`src/sdc_pkg.sv`:
```
// shared constants, item types and lookup tables of the serial date converter
package sdc_pkg;

  // pipeline depth of the two halves
  localparam int TD_STAGES = 11;
  localparam int FD_STAGES = 4;

  // serial range and the fake leap day of 1900
  localparam int SERIAL_MIN  = -693594;
  localparam int SERIAL_MAX  = 2958465;
  localparam int SERIAL_LEAP = 60;

  // julian day offsets
  localparam int JDN_OFFSET  = 68569 + 2415019;
  localparam int SERIAL_BASE = 2415019 + 32075;

  // constant divisors of the serial to date formula
  localparam int D1 = 146097;
  localparam int D2 = 1461001;

  // reciprocal estimates, low by at most one
  localparam int Q1_SHIFT = 42;
  localparam int Q2_SHIFT = 48;
  localparam logic [24:0] R1 = 25'((64'd1 << Q1_SHIFT) / 64'd146097);
  localparam logic [27:0] R2 = 28'((64'd1 << Q2_SHIFT) / 64'd1461001);

  // exact reciprocals for narrow values
  localparam int DIV100_MUL   = 5243;
  localparam int DIV100_SHIFT = 19;
  localparam int DIV7_MUL     = 9363;
  localparam int DIV7_SHIFT   = 16;

  // operation codes
  localparam logic OP_TO_DATE   = 1'b0;
  localparam logic OP_TO_SERIAL = 1'b1;

  // one input item
  typedef struct packed {
    logic        op;
    logic [22:0] serial;
    logic [4:0]  day;
    logic [3:0]  month;
    logic [13:0] year;
  } item_t;

  // item handed from the date half to the serial and weekday half
  typedef struct packed {
    logic        op;
    logic        in_range;
    logic [22:0] serial;
    logic [4:0]  day;
    logic [3:0]  month;
    logic [13:0] year;
  } mid_t;

  // floor(2447 * j / 80)
  function automatic logic [8:0] day_offset(input logic [3:0] j);
    logic [8:0] r;
    case (j)
      4'd0:    r = 9'd0;
      4'd1:    r = 9'd30;
      4'd2:    r = 9'd61;
      4'd3:    r = 9'd91;
      4'd4:    r = 9'd122;
      4'd5:    r = 9'd152;
      4'd6:    r = 9'd183;
      4'd7:    r = 9'd214;
      4'd8:    r = 9'd244;
      4'd9:    r = 9'd275;
      4'd10:   r = 9'd305;
      4'd11:   r = 9'd336;
      4'd12:   r = 9'd367;
      4'd13:   r = 9'd397;
      4'd14:   r = 9'd428;
      default: r = 9'd458;
    endcase
    return r;
  endfunction

  // floor(367 * (m - 2 + 12a) / 12), a set for january and february
  function automatic logic [8:0] month_term(input logic [3:0] m);
    logic [8:0] r;
    case (m)
      4'd1:    r = 9'd336;
      4'd2:    r = 9'd367;
      4'd3:    r = 9'd30;
      4'd4:    r = 9'd61;
      4'd5:    r = 9'd91;
      4'd6:    r = 9'd122;
      4'd7:    r = 9'd152;
      4'd8:    r = 9'd183;
      4'd9:    r = 9'd214;
      4'd10:   r = 9'd244;
      4'd11:   r = 9'd275;
      4'd12:   r = 9'd305;
      default: r = 9'd0;
    endcase
    return r;
  endfunction

  // weekday month offsets, indexed by month minus one
  function automatic logic [2:0] wd_offset(input logic [3:0] idx);
    logic [2:0] r;
    case (idx)
      4'd0:    r = 3'd0;
      4'd1:    r = 3'd3;
      4'd2:    r = 3'd2;
      4'd3:    r = 3'd5;
      4'd4:    r = 3'd0;
      4'd5:    r = 3'd3;
      4'd6:    r = 3'd5;
      4'd7:    r = 3'd1;
      4'd8:    r = 3'd4;
      4'd9:    r = 3'd6;
      4'd10:   r = 3'd2;
      4'd11:   r = 3'd4;
      default: r = 3'd0;
    endcase
    return r;
  endfunction

endpackage

```
`src/sdc_to_date.sv`:
```
// serial to gregorian date pipeline, eleven register stages
module sdc_to_date (
  input  logic                            clk,
  input  logic [sdc_pkg::TD_STAGES-1:0]   en,
  input  sdc_pkg::item_t                  item_in,
  output sdc_pkg::mid_t                   mid_out
);

  localparam int NC = sdc_pkg::TD_STAGES - 1;

  // raw item and range flags travelling beside the arithmetic
  sdc_pkg::item_t item_pipe [NC];
  logic [NC-1:0]  rng_pipe;
  logic [NC-1:0]  s60_pipe;

  logic signed [22:0] s;
  logic               s_lt60;
  logic               in_range;
  logic               is60;
  logic [24:0]        l_c;
  logic [49:0]        prod1;
  logic [25:0]        r_c;
  logic               r_ge;
  logic [18:0]        rr;
  logic [55:0]        prod2;
  logic [27:0]        r2_c;
  logic [16:0]        l3_c;
  logic [3:0]         j_c;
  logic [8:0]         off;
  logic [8:0]         dd_c;
  logic               k_c;
  logic [3:0]         mm_c;
  logic [15:0]        yy_c;

  // stage registers
  logic [22:0] l_s1, l_s2;
  logic [7:0]  q0_s2, q0_s3;
  logic [18:0] r_s3;
  logic [7:0]  n_s4, n_s5, n_s6, n_s7, n_s8, n_s9, n_s10;
  logic [15:0] l2_s4, l2_s5, l2_s6, l2_s7, l2_s8;
  logic [27:0] n2_s5, n2_s6;
  logic [6:0]  i0_s6, i0_s7;
  logic [21:0] r2_s7;
  logic [6:0]  i_s8, i_s9, i_s10;
  logic [8:0]  l3_s9, l3_s10;
  logic [3:0]  j_s10;
  sdc_pkg::mid_t mid_q;

  // range check and shift onto the julian day count
  assign s        = item_in.serial;
  assign s_lt60   = s < 23'(sdc_pkg::SERIAL_LEAP);
  assign is60     = s == 23'(sdc_pkg::SERIAL_LEAP);
  assign in_range = (s >= 23'(sdc_pkg::SERIAL_MIN)) && (s <= 23'(sdc_pkg::SERIAL_MAX));
  assign l_c      = {{2{s[22]}}, s} + 25'(s_lt60) + 25'(sdc_pkg::JDN_OFFSET);

  // quadricentennial quotient estimate and remainder
  assign prod1 = 50'({l_s1, 2'b00}) * 50'(sdc_pkg::R1);
  assign r_c   = 26'({l_s2, 2'b00}) - 26'(sdc_pkg::D1) * 26'(q0_s2);
  assign r_ge  = r_s3 >= 19'(sdc_pkg::D1);
  assign rr    = r_ge ? (r_s3 - 19'(sdc_pkg::D1)) : r_s3;

  // year-in-century quotient estimate and remainder
  assign prod2 = 56'(n2_s5) * 56'(sdc_pkg::R2);
  assign r2_c  = n2_s6 - 28'(sdc_pkg::D2) * 28'(i0_s6);

  // day within the march-based year
  assign l3_c = {1'b0, l2_s8} - 17'((18'(i_s8) * 18'd1461) >> 2) + 17'd31;

  // month index by threshold count
  always_comb begin
    j_c = '0;
    for (int t = 1; t < 16; t++) begin
      if (l3_s9 > sdc_pkg::day_offset(4'(t))) j_c = j_c + 4'd1;
    end
  end

  // day, month and year from the month index
  assign off  = sdc_pkg::day_offset(j_s10);
  assign dd_c = l3_s10 - off;
  assign k_c  = j_s10 >= 4'd11;
  assign mm_c = j_s10 + 4'd2 - (k_c ? 4'd12 : 4'd0);
  assign yy_c = 16'(n_s10) * 16'd100 - 16'd4900 + 16'(i_s10) + 16'(k_c);

  // side pipe of the raw item
  always_ff @(posedge clk) begin
    if (en[0]) begin
      item_pipe[0] <= item_in;
      rng_pipe[0]  <= in_range;
      s60_pipe[0]  <= is60;
    end
    for (int k = 1; k < NC; k++) begin
      if (en[k]) begin
        item_pipe[k] <= item_pipe[k-1];
        rng_pipe[k]  <= rng_pipe[k-1];
        s60_pipe[k]  <= s60_pipe[k-1];
      end
    end
  end

  // arithmetic stages
  always_ff @(posedge clk) begin
    if (en[0]) begin
      l_s1 <= l_c[22:0];
    end
    if (en[1]) begin
      q0_s2 <= prod1[sdc_pkg::Q1_SHIFT +: 8];
      l_s2  <= l_s1;
    end
    if (en[2]) begin
      r_s3  <= r_c[18:0];
      q0_s3 <= q0_s2;
    end
    if (en[3]) begin
      n_s4  <= q0_s3 + 8'(r_ge);
      l2_s4 <= rr[17:2];
    end
    if (en[4]) begin
      n2_s5 <= (28'(l2_s4) + 28'd1) * 28'd4000;
      n_s5  <= n_s4;
      l2_s5 <= l2_s4;
    end
    if (en[5]) begin
      i0_s6 <= prod2[sdc_pkg::Q2_SHIFT +: 7];
      n2_s6 <= n2_s5;
      n_s6  <= n_s5;
      l2_s6 <= l2_s5;
    end
    if (en[6]) begin
      r2_s7 <= r2_c[21:0];
      i0_s7 <= i0_s6;
      n_s7  <= n_s6;
      l2_s7 <= l2_s6;
    end
    if (en[7]) begin
      i_s8  <= i0_s7 + 7'(r2_s7 >= 22'(sdc_pkg::D2));
      n_s8  <= n_s7;
      l2_s8 <= l2_s7;
    end
    if (en[8]) begin
      l3_s9 <= l3_c[8:0];
      n_s9  <= n_s8;
      i_s9  <= i_s8;
    end
    if (en[9]) begin
      j_s10  <= j_c;
      l3_s10 <= l3_s9;
      n_s10  <= n_s9;
      i_s10  <= i_s9;
    end
    // date selection: echo for date input, leap-day quirk, else computed
    if (en[10]) begin
      mid_q.op       <= item_pipe[NC-1].op;
      mid_q.in_range <= rng_pipe[NC-1];
      mid_q.serial   <= item_pipe[NC-1].serial;
      if (item_pipe[NC-1].op == sdc_pkg::OP_TO_SERIAL) begin
        mid_q.day   <= item_pipe[NC-1].day;
        mid_q.month <= item_pipe[NC-1].month;
        mid_q.year  <= item_pipe[NC-1].year;
      end else if (s60_pipe[NC-1]) begin
        mid_q.day   <= 5'd29;
        mid_q.month <= 4'd2;
        mid_q.year  <= 14'd1900;
      end else begin
        mid_q.day   <= dd_c[4:0];
        mid_q.month <= mm_c;
        mid_q.year  <= yy_c[13:0];
      end
    end
  end

  assign mid_out = mid_q;

endmodule

```
`src/sdc_from_date.sv`:
```
// date to serial, date check and weekday pipeline, four register stages
module sdc_from_date (
  input  logic                            clk,
  input  logic [sdc_pkg::FD_STAGES-1:0]   en,
  input  sdc_pkg::mid_t                   mid_in,
  output logic [4:0]                      day_out,
  output logic [3:0]                      month_out,
  output logic [13:0]                     year_out,
  output logic [22:0]                     serial_out,
  output logic [2:0]                      weekday,
  output logic                            valid_res
);

  logic        lt3;
  logic [13:0] ay_c;
  logic [26:0] pa_c;
  logic [14:0] a_c;
  logic [24:0] pj_c;
  logic [14:0] b_c;
  logic [26:0] pb_c;
  logic [26:0] py_c;
  logic        rng_c;
  logic        feb29_c;
  logic        febbig_c;
  logic        bad31_c;

  logic [14:0] v_c;
  logic [24:0] sum_c;
  logic        y100;
  logic        leap;
  logic        date_ok;

  logic [27:0] pv_c;
  logic [22:0] sadj_c;
  logic [13:0] wd_c;

  // stage registers
  sdc_pkg::mid_t mid_b1, mid_b2, mid_b3;
  logic [13:0]   ay_b1;
  logic [7:0]    qa_b1;
  logic [2:0]    tw_b1;
  logic [22:0]   t1_b1;
  logic [7:0]    cy_b1;
  logic [8:0]    mterm_b1;
  logic [7:0]    yq_b1;
  logic          basic_b1;
  logic          feb29_b1;
  logic [13:0]   v_b2, v_b3;
  logic signed [24:0] sum_b2;
  logic          valid_b2, valid_b3;
  logic [11:0]   qv_b3;
  logic [22:0]   sadj_b3;

  // first stage: year adjust and constant products
  assign lt3  = mid_in.month < 4'd3;
  assign ay_c = (mid_in.year == 14'd0 && lt3) ? 14'd0 : (mid_in.year - 14'(lt3));
  assign pa_c = 27'(ay_c) * 27'(sdc_pkg::DIV100_MUL);
  assign a_c  = 15'(mid_in.year) + 15'd4800 - 15'(lt3);
  assign pj_c = 25'(a_c) * 25'd1461;
  assign b_c  = 15'(mid_in.year) + 15'd4900 - 15'(lt3);
  assign pb_c = 27'(b_c) * 27'(sdc_pkg::DIV100_MUL);
  assign py_c = 27'(mid_in.year) * 27'(sdc_pkg::DIV100_MUL);

  // plain range checks of the date
  assign rng_c    = (mid_in.day != 5'd0) && (mid_in.month >= 4'd1) &&
                    (mid_in.month <= 4'd12) && (mid_in.year >= 14'd1) &&
                    (mid_in.year <= 14'd9999);
  assign feb29_c  = (mid_in.month == 4'd2) && (mid_in.day == 5'd29);
  assign febbig_c = (mid_in.month == 4'd2) && (mid_in.day > 5'd29);
  assign bad31_c  = (mid_in.day == 5'd31) &&
                    ((mid_in.month == 4'd4) || (mid_in.month == 4'd6) ||
                     (mid_in.month == 4'd9) || (mid_in.month == 4'd11));

  // second stage: weekday sum, serial sum and leap year rule
  assign v_c = 15'(ay_b1) + 15'(ay_b1 >> 2) - 15'(qa_b1) + 15'(qa_b1 >> 2) +
               15'(tw_b1) + 15'(mid_b1.day);
  assign sum_c = 25'(t1_b1) + 25'(mterm_b1) - 25'((10'(cy_b1) * 10'd3) >> 2) +
                 25'(mid_b1.day) - 25'(sdc_pkg::SERIAL_BASE);
  assign y100    = 15'(mid_b1.year) == (15'(yq_b1) * 15'd100);
  assign leap    = ((mid_b1.year[1:0] == 2'd0) && !y100) || (y100 && (yq_b1[1:0] == 2'd0));
  assign date_ok = basic_b1 && (!feb29_b1 || leap);

  // third stage: divide by seven, leap-day shift of low serials
  assign pv_c   = 28'(v_b2) * 28'(sdc_pkg::DIV7_MUL);
  assign sadj_c = (sum_b2 <= 25'(sdc_pkg::SERIAL_LEAP)) ? 23'(sum_b2 - 25'sd1) : sum_b2[22:0];

  // fourth stage: remainder by seven
  assign wd_c = v_b3 - 14'(15'(qv_b3) * 15'd7);

  always_ff @(posedge clk) begin
    if (en[0]) begin
      mid_b1   <= mid_in;
      ay_b1    <= ay_c;
      qa_b1    <= pa_c[sdc_pkg::DIV100_SHIFT +: 8];
      tw_b1    <= sdc_pkg::wd_offset(mid_in.month - 4'd1);
      t1_b1    <= pj_c[24:2];
      cy_b1    <= pb_c[sdc_pkg::DIV100_SHIFT +: 8];
      mterm_b1 <= sdc_pkg::month_term(mid_in.month);
      yq_b1    <= py_c[sdc_pkg::DIV100_SHIFT +: 8];
      basic_b1 <= rng_c && !febbig_c && !bad31_c;
      feb29_b1 <= feb29_c;
    end
    if (en[1]) begin
      mid_b2   <= mid_b1;
      v_b2     <= v_c[13:0];
      sum_b2   <= sum_c;
      valid_b2 <= (mid_b1.op == sdc_pkg::OP_TO_SERIAL) ? date_ok : mid_b1.in_range;
    end
    if (en[2]) begin
      mid_b3   <= mid_b2;
      v_b3     <= v_b2;
      qv_b3    <= pv_c[sdc_pkg::DIV7_SHIFT +: 12];
      sadj_b3  <= sadj_c;
      valid_b3 <= valid_b2;
    end
    // output register with masking of rejected items
    if (en[3]) begin
      if (mid_b3.op == sdc_pkg::OP_TO_SERIAL || valid_b3) begin
        day_out   <= mid_b3.day;
        month_out <= mid_b3.month;
        year_out  <= mid_b3.year;
      end else begin
        day_out   <= '0;
        month_out <= '0;
        year_out  <= '0;
      end
      if (mid_b3.op == sdc_pkg::OP_TO_SERIAL) begin
        serial_out <= valid_b3 ? sadj_b3 : '0;
      end else begin
        serial_out <= mid_b3.serial;
      end
      weekday   <= valid_b3 ? wd_c[2:0] : 3'd0;
      valid_res <= valid_b3;
    end
  end

endmodule

```
`src/serial_date_converter_top.sv`:
```
// each stage holds one item with its own valid bit; the pipeline takes one item per cycle
// while m_tready is high or some stage from the input to the output is empty
// the stages are set by the chain of constant divisions, each a reciprocal product
// and a remainder correction in its own stages, then the weekday and serial stages
// a stage takes a new item whenever any stage from it to the output is empty
// reset clears the stage valid bits only; the pipeline is empty afterwards
module serial_date_converter_top (
  input  logic        clk,
  input  logic        rst,
  input  logic        s_tvalid,
  output logic        s_tready,
  input  logic [47:0] s_tdata,   // serial_in[22:0], day_in[27:23], month_in[31:28], year_in[45:32]
  input  logic        s_tuser,   // operation
  output logic        m_tvalid,
  input  logic        m_tready,
  output logic [55:0] m_tdata,   // day_out[4:0], month_out[8:5], year_out[22:9], serial_out[45:23],
                                 // weekday[48:46]
  output logic        m_tuser    // valid_res
);

  localparam int NS = sdc_pkg::TD_STAGES + sdc_pkg::FD_STAGES;

  logic [NS-1:0]  vld;
  logic [NS-1:0]  en;
  sdc_pkg::item_t item_in;
  sdc_pkg::mid_t  mid;
  logic [4:0]     day_out;
  logic [3:0]     month_out;
  logic [13:0]    year_out;
  logic [22:0]    serial_out;
  logic [2:0]     weekday;
  logic           valid_res;

  // a stage advances when m_tready is high or some stage from it to the output is free
  always_comb begin
    for (int k = 0; k < NS; k++) begin
      en[k] = m_tready || ((vld | ((NS'(1) << k) - NS'(1))) != {NS{1'b1}});
    end
  end

  // stage valid bits
  always_ff @(posedge clk) begin
    if (rst) begin
      vld <= '0;
    end else begin
      if (en[0]) vld[0] <= s_tvalid;
      for (int k = 1; k < NS; k++) begin
        if (en[k]) vld[k] <= vld[k-1];
      end
    end
  end

  assign s_tready = en[0];
  assign m_tvalid = vld[NS-1];

  // input unpacking
  assign item_in.op     = s_tuser;
  assign item_in.serial = s_tdata[22:0];
  assign item_in.day    = s_tdata[27:23];
  assign item_in.month  = s_tdata[31:28];
  assign item_in.year   = s_tdata[45:32];

  sdc_to_date u_to_date (
    .clk     (clk),
    .en      (en[sdc_pkg::TD_STAGES-1:0]),
    .item_in (item_in),
    .mid_out (mid)
  );

  sdc_from_date u_from_date (
    .clk        (clk),
    .en         (en[NS-1:sdc_pkg::TD_STAGES]),
    .mid_in     (mid),
    .day_out    (day_out),
    .month_out  (month_out),
    .year_out   (year_out),
    .serial_out (serial_out),
    .weekday    (weekday),
    .valid_res  (valid_res)
  );

  // output packing
  assign m_tdata = {7'd0, weekday, serial_out, year_out, month_out, day_out};
  assign m_tuser = valid_res;

endmodule
```
`config.mk`:
```
export PLATFORM = sky130hd
export DESIGN_NAME = serial_date_converter_top
export DESIGN_NICKNAME = d
export VERILOG_FILES = /design/src/sdc_pkg.sv /design/src/sdc_to_date.sv /design/src/sdc_from_date.sv /design/src/serial_date_converter_top.sv
export SDC_FILE = /design/constraint.sdc
export NUM_CORES = 2
export LEC_CHECK = 0
export BUFFER_PORTS_ARGS = -buffer_cell sky130_fd_sc_hd__buf_2
export CAP_MARGIN = 40
export CORE_ASPECT_RATIO = 0.8
export CORE_UTILIZATION = 52
export DETAILED_ROUTE_END_ITERATION = 7
export PLACE_DENSITY_LB_ADDON = 0.1
export SETUP_SLACK_MARGIN = 0.5
export SYNTH_ARGS = -nofsm -noshare
export SYNTH_HDL_FRONTEND = slang
export SYNTH_SLANG_ARGS = --single-unit
```
`constraint.sdc`:
```
create_clock -name clk -period 26.2 [get_ports clk]
set_input_delay 3.93 -clock clk [delete_from_list [all_inputs] [get_ports clk]]
set_output_delay 3.93 -clock clk [all_outputs]
set_load 0.02 [all_outputs]
```
---- After elaboration in Yosys (flattened, before gate mapping) ----
Memory sizes are Yosys's and may differ from the RTL's. A register that Yosys moved wholly into a read port is not among the register bits.
Index checks and enable logic that the tools add are counted.
operators by class
  add/subtract/negate cells ............... 47
  $mul .................................... 15
  order comparisons ....................... 28
  equality and inequality tests ........... 23
  muxes and demuxes ....................... 45
  bitwise operators ....................... 1
  reductions and logical operators ........ 43
operators with widths
  operator                  count
  $mux W23                  5
  $mux W4                   16
  $gt A9 B9 Y1 const B      7
  $add A4 B1 Y4 const B     14
  $mul A14 B13 Y27 const B  2
  $mul A23 B28 Y50 const B  1
  $mul A23 B25 Y48 const B  1
  $gt A9 B8 Y1 const B      4
  $add A14 B13 Y15 const B  2
  $sub A15 B1 Y15           2
  $mul A14 B14 Y28 const B  1
  $mul A28 B7 Y23 const B   1
  $mul A15 B13 Y27 const B  1
  $add A25 B5 Y25           1
  $le A25 B7 Y1 const B     1
  $mul A15 B11 Y25 const B  1
  $sub A25 B22 Y25 const B  1
  $sub A25 B8 Y25           1
  $add A23 B9 Y24           1
  $add A23 B2 Y23           1
  $add A23 B22 Y23 const B  1
  $eq A23 B7 Y1 const B     1
  $ge A23 B21 Y1 const B    1
  $le A23 B23 Y1 const B    1
  other kinds (72)          134
storage, ports and cells
  flip-flop bits (word level) ............. 715
  RAM bits ................................ 470
  memory bits (read-only) ................. 336
  bits of input ports ..................... 53
  output and inout port bits .............. 59
  word-level logic and storage cells ...... 311
  memories ................................ 4
memory list
  memory               depth  width  read ports  clocked after Yosys merged registers in  write ports  RTL line           text
  u_to_date.item_pipe  10     47     10          0                                        10           sdc_to_date.sv:12  sdc_pkg::item_t item_pipe [NC];
  (no name shown)      16     9      1           1                                        0            sdc_pkg.sv:83      case (m)
  (no name shown)      16     9      1           1                                        0            sdc_pkg.sv:59      case (j)
  (no name shown)      16     3      1           1                                        0            sdc_pkg.sv:104     case (idx)

---- Logic depth before layout (Yosys ltp) ----
  depth after elaboration ................. 31
  gate-level depth with buffers ........... 52

---- Modules after synthesis ----
Synthesis repeated with hierarchy kept, for this count alone.
second synthesis, totals
  cells, all modules ...................... 7176
  area total of the unflattened synthesis .. 90367.9 sq um
by module, submodules not included
  module                     instances  cells each  area each (sq um)  seq. area each (sq um)
  sdc_to_date                1          4236        57368.8            25174.1
  sdc_from_date              1          2858        32323.5            10119.7
  serial_date_converter_top  1          82          675.6              300.3

---- Least setup slack after synthesis ----
No wires, ideal clock.
  path kind ............................... in2out
  start ................................... input m_tready
  end ..................................... output s_tready
  arrival time ............................ 10830 ps
  required time ........................... 22270 ps
  setup slack ............................. 11440 ps
  stages .................................. 11
  path through ............................ nor2b_1 -> and3_1 -> and2_1 -> and3_1 -> clkbuf_1 -> and2_1 -> nand3_1 -> nor2_1 -> and3_1 -> clkbuf_1 -> nand4_1
on the way
  longest elaborated chain between the ends .. 1
RTL lines
  item                RTL line                         text
  start, declared     serial_date_converter_top.sv:15  input logic m_tready,
  $logic_or A1 B1 Y1  serial_date_converter_top.sv:37  en[k] = m_tready || ((vld | ((NS'(1) << k) - NS'(1))) != {NS{1'b1}});
  end, declared       serial_date_converter_top.sv:11  output logic s_tready,
No other way between the ends.

---- Worst setup path after layout ----
  start ................................... register u_to_date.l3_s9[4]
  end ..................................... register u_to_date.off[1] (netlist name)
on the way
  longest elaborated chain between the ends .. 31
  elaborated cells between the ends (all ways) .. 45
  classes of those cells .................. 14 x add/sub; 15 x order compare; 16 x mux
RTL lines
  item                        RTL line            text
  start, declared             sdc_to_date.sv:45   logic [8:0] l3_s9, l3_s10;
  start signal, assigned      sdc_to_date.sv:140  l3_s9 <= l3_c[8:0];
  $gt A9 B5 Y1                sdc_to_date.sv:73   if (l3_s9 > sdc_pkg::day_offset(4'(t))) j_c = j_c + 4'd1;
  $mux W1                     sdc_to_date.sv:73
  $add A4 B1 Y4               sdc_to_date.sv:73
  $mux W4                     sdc_to_date.sv:73
  $add A4 B1 Y4               sdc_to_date.sv:73
  $mux W4                     sdc_to_date.sv:73
  $add A4 B1 Y4               sdc_to_date.sv:73
  $mux W4                     sdc_to_date.sv:73
  [15 not listed]             --
  $mux W4                     sdc_to_date.sv:73
  $add A4 B1 Y4               sdc_to_date.sv:73
  $mux W4                     sdc_to_date.sv:73
  $add A4 B1 Y4               sdc_to_date.sv:73
  $mux W4                     sdc_to_date.sv:73
  $add A4 B1 Y4               sdc_to_date.sv:73
  $mux W4 *                   sdc_to_date.sv:73
  $mux W4 (no source line) *  --
Every way passes the cells marked *; elsewhere a longest branch is shown, timed or not.
A chain may end at the register's enable or synchronous reset.

==> results.md <==
- Arr. time, crit path: 12080 ps
- Ys async rst share: 0%
- Critical Path End Type: flop
- Setup Skew: 85.9 ps
- Register area share after synthesis: 40.0%
- Slowest stage delay, CP: 620 ps
- R2r setup slk: 14700 ps
- Crit path max-delay family: adder cells
- Post-synth top area share: 39.5%
- Filler Cell Count: 14000
- PortBufs: 102
- Placement Rows: 135
- Slew Limit Headroom: 43.5%
- Number of flops mapped to enable cells by yosys: 1172
- Multiplexer share of the synthesized area: 0.180%
- Hold WC Path Type: flop to flop
- Failing checks: DRC
- Syn Area/Cell: 12.8 sq um
- Synth Warn #: 0
- I/O pins: 112
- Worst-path fanout max: 15
- Post-Syn Area: 89000 sq um
- Worst Tran Pin Value: 842 ps
- Htree depth: 3
- Setup bufs post-CTS: 0
- Hpwl dp: 141 mm
- Main area contributors after synthesis: edfxtp_1 40%, fa_1 21%, ha_1 19%, inv_1 6.9%, xnor2_1 2.7%
- Via count: 48200
- Fmax: 0.0870 GHz
- Share of layout cells above drive strength 1: 5.58%
- Final setup fails: 0
- Hold buffer count at CTS: 0
- Clk sinks: 1192
- Most common library cells after synthesis: 1646 x inv_1, 1322 x ha_1, 1172 x edfxtp_1
- Predominant post-synthesis flop cell: edfxtp_1
- Simple-gate share of the synthesized area: 4.23%
- Initial antenna violation count: 2
- Area grow syn2layout: 8.59%
- CP Capture Point: u_to_date.off[1]
- Worst Reg-to-Reg Cells: 50
- Layout Cells excl Fill: 9552
- Post-Place Setup Slack: 14710 ps
- Reg area: 35600 sq um
- Compound-Gate Fraction of Synth Area: 4.74%
- Max cap viols: 0
- Clk pin slew, worst setup/hold paths: 70 ps
- Via density: 5.05
- Status: finished, violations left
- Final Hold Vio Count: 0
- Bufs and invs on worst path: 5
- Largest family of logic cells by synthesized area: adder cells
- Largest net degree at the start of global routing: 70
- Final Max Slew Viols: 0
- CP most frequent cell: ha_1
- GRT Total Usage: 20.8%
- Worst setup SP type: flop
- Part of the cycle the worst path needs: 43.9%
- GP Congestion: 0.904
- First-pass GRT wire length: 278 mm
- Post-route DRC violation count: 6
- Initial core utilization: 52.5%
- Final ANT Viol Nets: 0
- R2R Path Start: u_to_date.l3_s9[4]
- Initial DRT Pass Iterations: 8
- Top-count cell post-synth: inv_1
- Longest Clk Path Bufs: 3
- CP max stage cell: edfxtp_1
- Distinct cells, synth: 90
- Synth Register Bits: 1192
- Worst Setup SP: u_to_date.l3_s9[4]
- WL/cell: 18.1 um
- Die Width: 465 um
- Die Height: 372 um
- Vias in the first global route: 50400
- XOR/XNOR Fraction of Synth Area: 4.15%
- Full die area: 173000 sq um
- Root buffer selected by CTS: clkbuf_16
- Setup Total Neg Slack: 0 ps
- WS Path Type: flop to flop
- Required @ worst endpoint: 26780 ps
- Core area: 170000 sq um
- Synthesized instance count: 6977
- Adder-cell share of the synthesized area: 39.5%
- Fin worst setup slack: 14700 ps
- Fin crit period: 11500 ps
- Routed WL: 173 mm
- # resized after CTS: 0
- Grt ovf: 0
- Initial DRC count: 2380
- Critical R2R Capture: u_to_date.off[1]
- Placed cells: 9344
- RSZ-0062 raised after global routing: no
- Clock latency on the worst-skew pair: 760 ps
- Net count, final: 9505
- Cell depth of the worst setup path: 50
- Cell taking the most area after synthesis: edfxtp_1
- CTS tree: done
- CTS Buf Count: 113
- Multi-input gate area: 47100 sq um
-- cell usage in the layout (no fill, tap or decap), drive strengths merged, types with 9 or more instances in the layout --
| master | instances |
|---|---|
| inv | 1657 |
| ha | 1322 |
| edfxtp | 1172 |
| fa | 931 |
| xnor2 | 282 |
| nor2 | 197 |
| a21oi | 189 |
| nand2 | 162 |
| buf | 146 |
| o21ai | 130 |
| clkbuf | 130 |
| xor2 | 127 |
| a21o | 96 |
| nand3 | 68 |
| nor3 | 62 |
| nor2b | 58 |
| clkinv | 49 |
| o21bai | 47 |
| nand2b | 30 |
| and3 | 29 |
| nand4 | 28 |
| or2 | 28 |
| o21a | 25 |
| nor4 | 23 |
| or3 | 23 |
| a211oi | 22 |
| and2 | 22 |
| dfxtp | 20 |
| a21boi | 20 |
| a31oi | 18 |
| bufinv | 16 |
| o211ai | 13 |
| o31ai | 13 |
| o22ai | 9 |
-- cell families (layout without fill, tap and decap cells) --
| kind of cell | count (synthesis) | count (layout) |
|---|---|---|
| AOI/OAI and AO/OA | 653 | 653 |
| DFF | 1192 | 1192 |
| adders and majority gates | 2253 | 2253 |
| buffers and inverters | 1694 | 2002 |
| and+or+nand+nor | 760 | 760 |
| xor gates and xnor gates | 412 | 412 |
| muxes | 12 | 12 |
| other | 1 | 8 |
-- routing by layer --
| metal | wire [um] | vias to the layer above | track usage [%] | share of wire [%] |
|---|---|---|---|---|
| met5 | 13 | - | 0 | 0.0075 |
| met4 | 3330 | 2 | 4.29 | 1.9 |
| met3 | 7550 | 199 | 3.72 | 4.4 |
| met2 | 75800 | 707 | 31.8 | 44 |
| met1 | 86000 | 23800 | 31.1 | 50 |
| li1 | - | 23500 | - | - |
-- cell type report --
class,instances,share of cell area [%]
Clock buffer,130,3.04
Multi-Input combinational cell,4097,48.7
Timing Repair Buffer,146,1.04
Inverter,1649,6.41
Clock inverter,77,1.03
Antenna cell,1,0.00259
Sequential cell,1192,36.8
Tap cell,2260,2.93
-- sequential cells by signal, indices dropped and copies added, names as in the netlist, 23 cells and up --
register and cells:
u_to_date.item_pipe 470, u_to_date.n2_s5 23, u_from_date.sum_b2 25, u_from_date.serial_out 23
u_from_date.t1_b1 23, u_to_date.l_s1 23, u_from_date.sadj_b3 23, u_from_date.mid_b2 47
u_to_date.mid_out 48, u_from_date.mid_b3 47, u_from_date.mid_b1 48
-- stage by stage --
stage               cell area [sq um]  util, %  hold WS (ps)
finish                          96700     57.0           352
global route                    96700     57.0           362
CTS                             96700     57.0           345
detailed placement              92700     54.7           405
global placement                92400     54.5           401
floorplan                       89000        -           400
-- how the worst min path moves through the flow --
stage	start	endpoint	slack (ps)	cells past startpoint
final	u_to_date.item_pipe[0][11]	u_to_date.item_pipe[1][11]	350	0
after detailed placement	u_to_date.mid_out[36]	u_from_date.mid_b1[36]	400	0
after global routing	u_to_date.item_pipe[0][11]	u_to_date.item_pipe[1][11]	360	0
after floorplan	u_to_date.mid_out[23]	u_from_date.mid_b1[23]	400	0
after global placement	u_to_date.item_pipe[3][4]	u_to_date.item_pipe[4][4]	400	0
after CTS	u_to_date.item_pipe[0][11]	u_to_date.item_pipe[1][11]	350	0
Power is left out: the tool's default activity adds up to more than one toggle a clock period on the data nets, which glitch-free logic cannot reach.
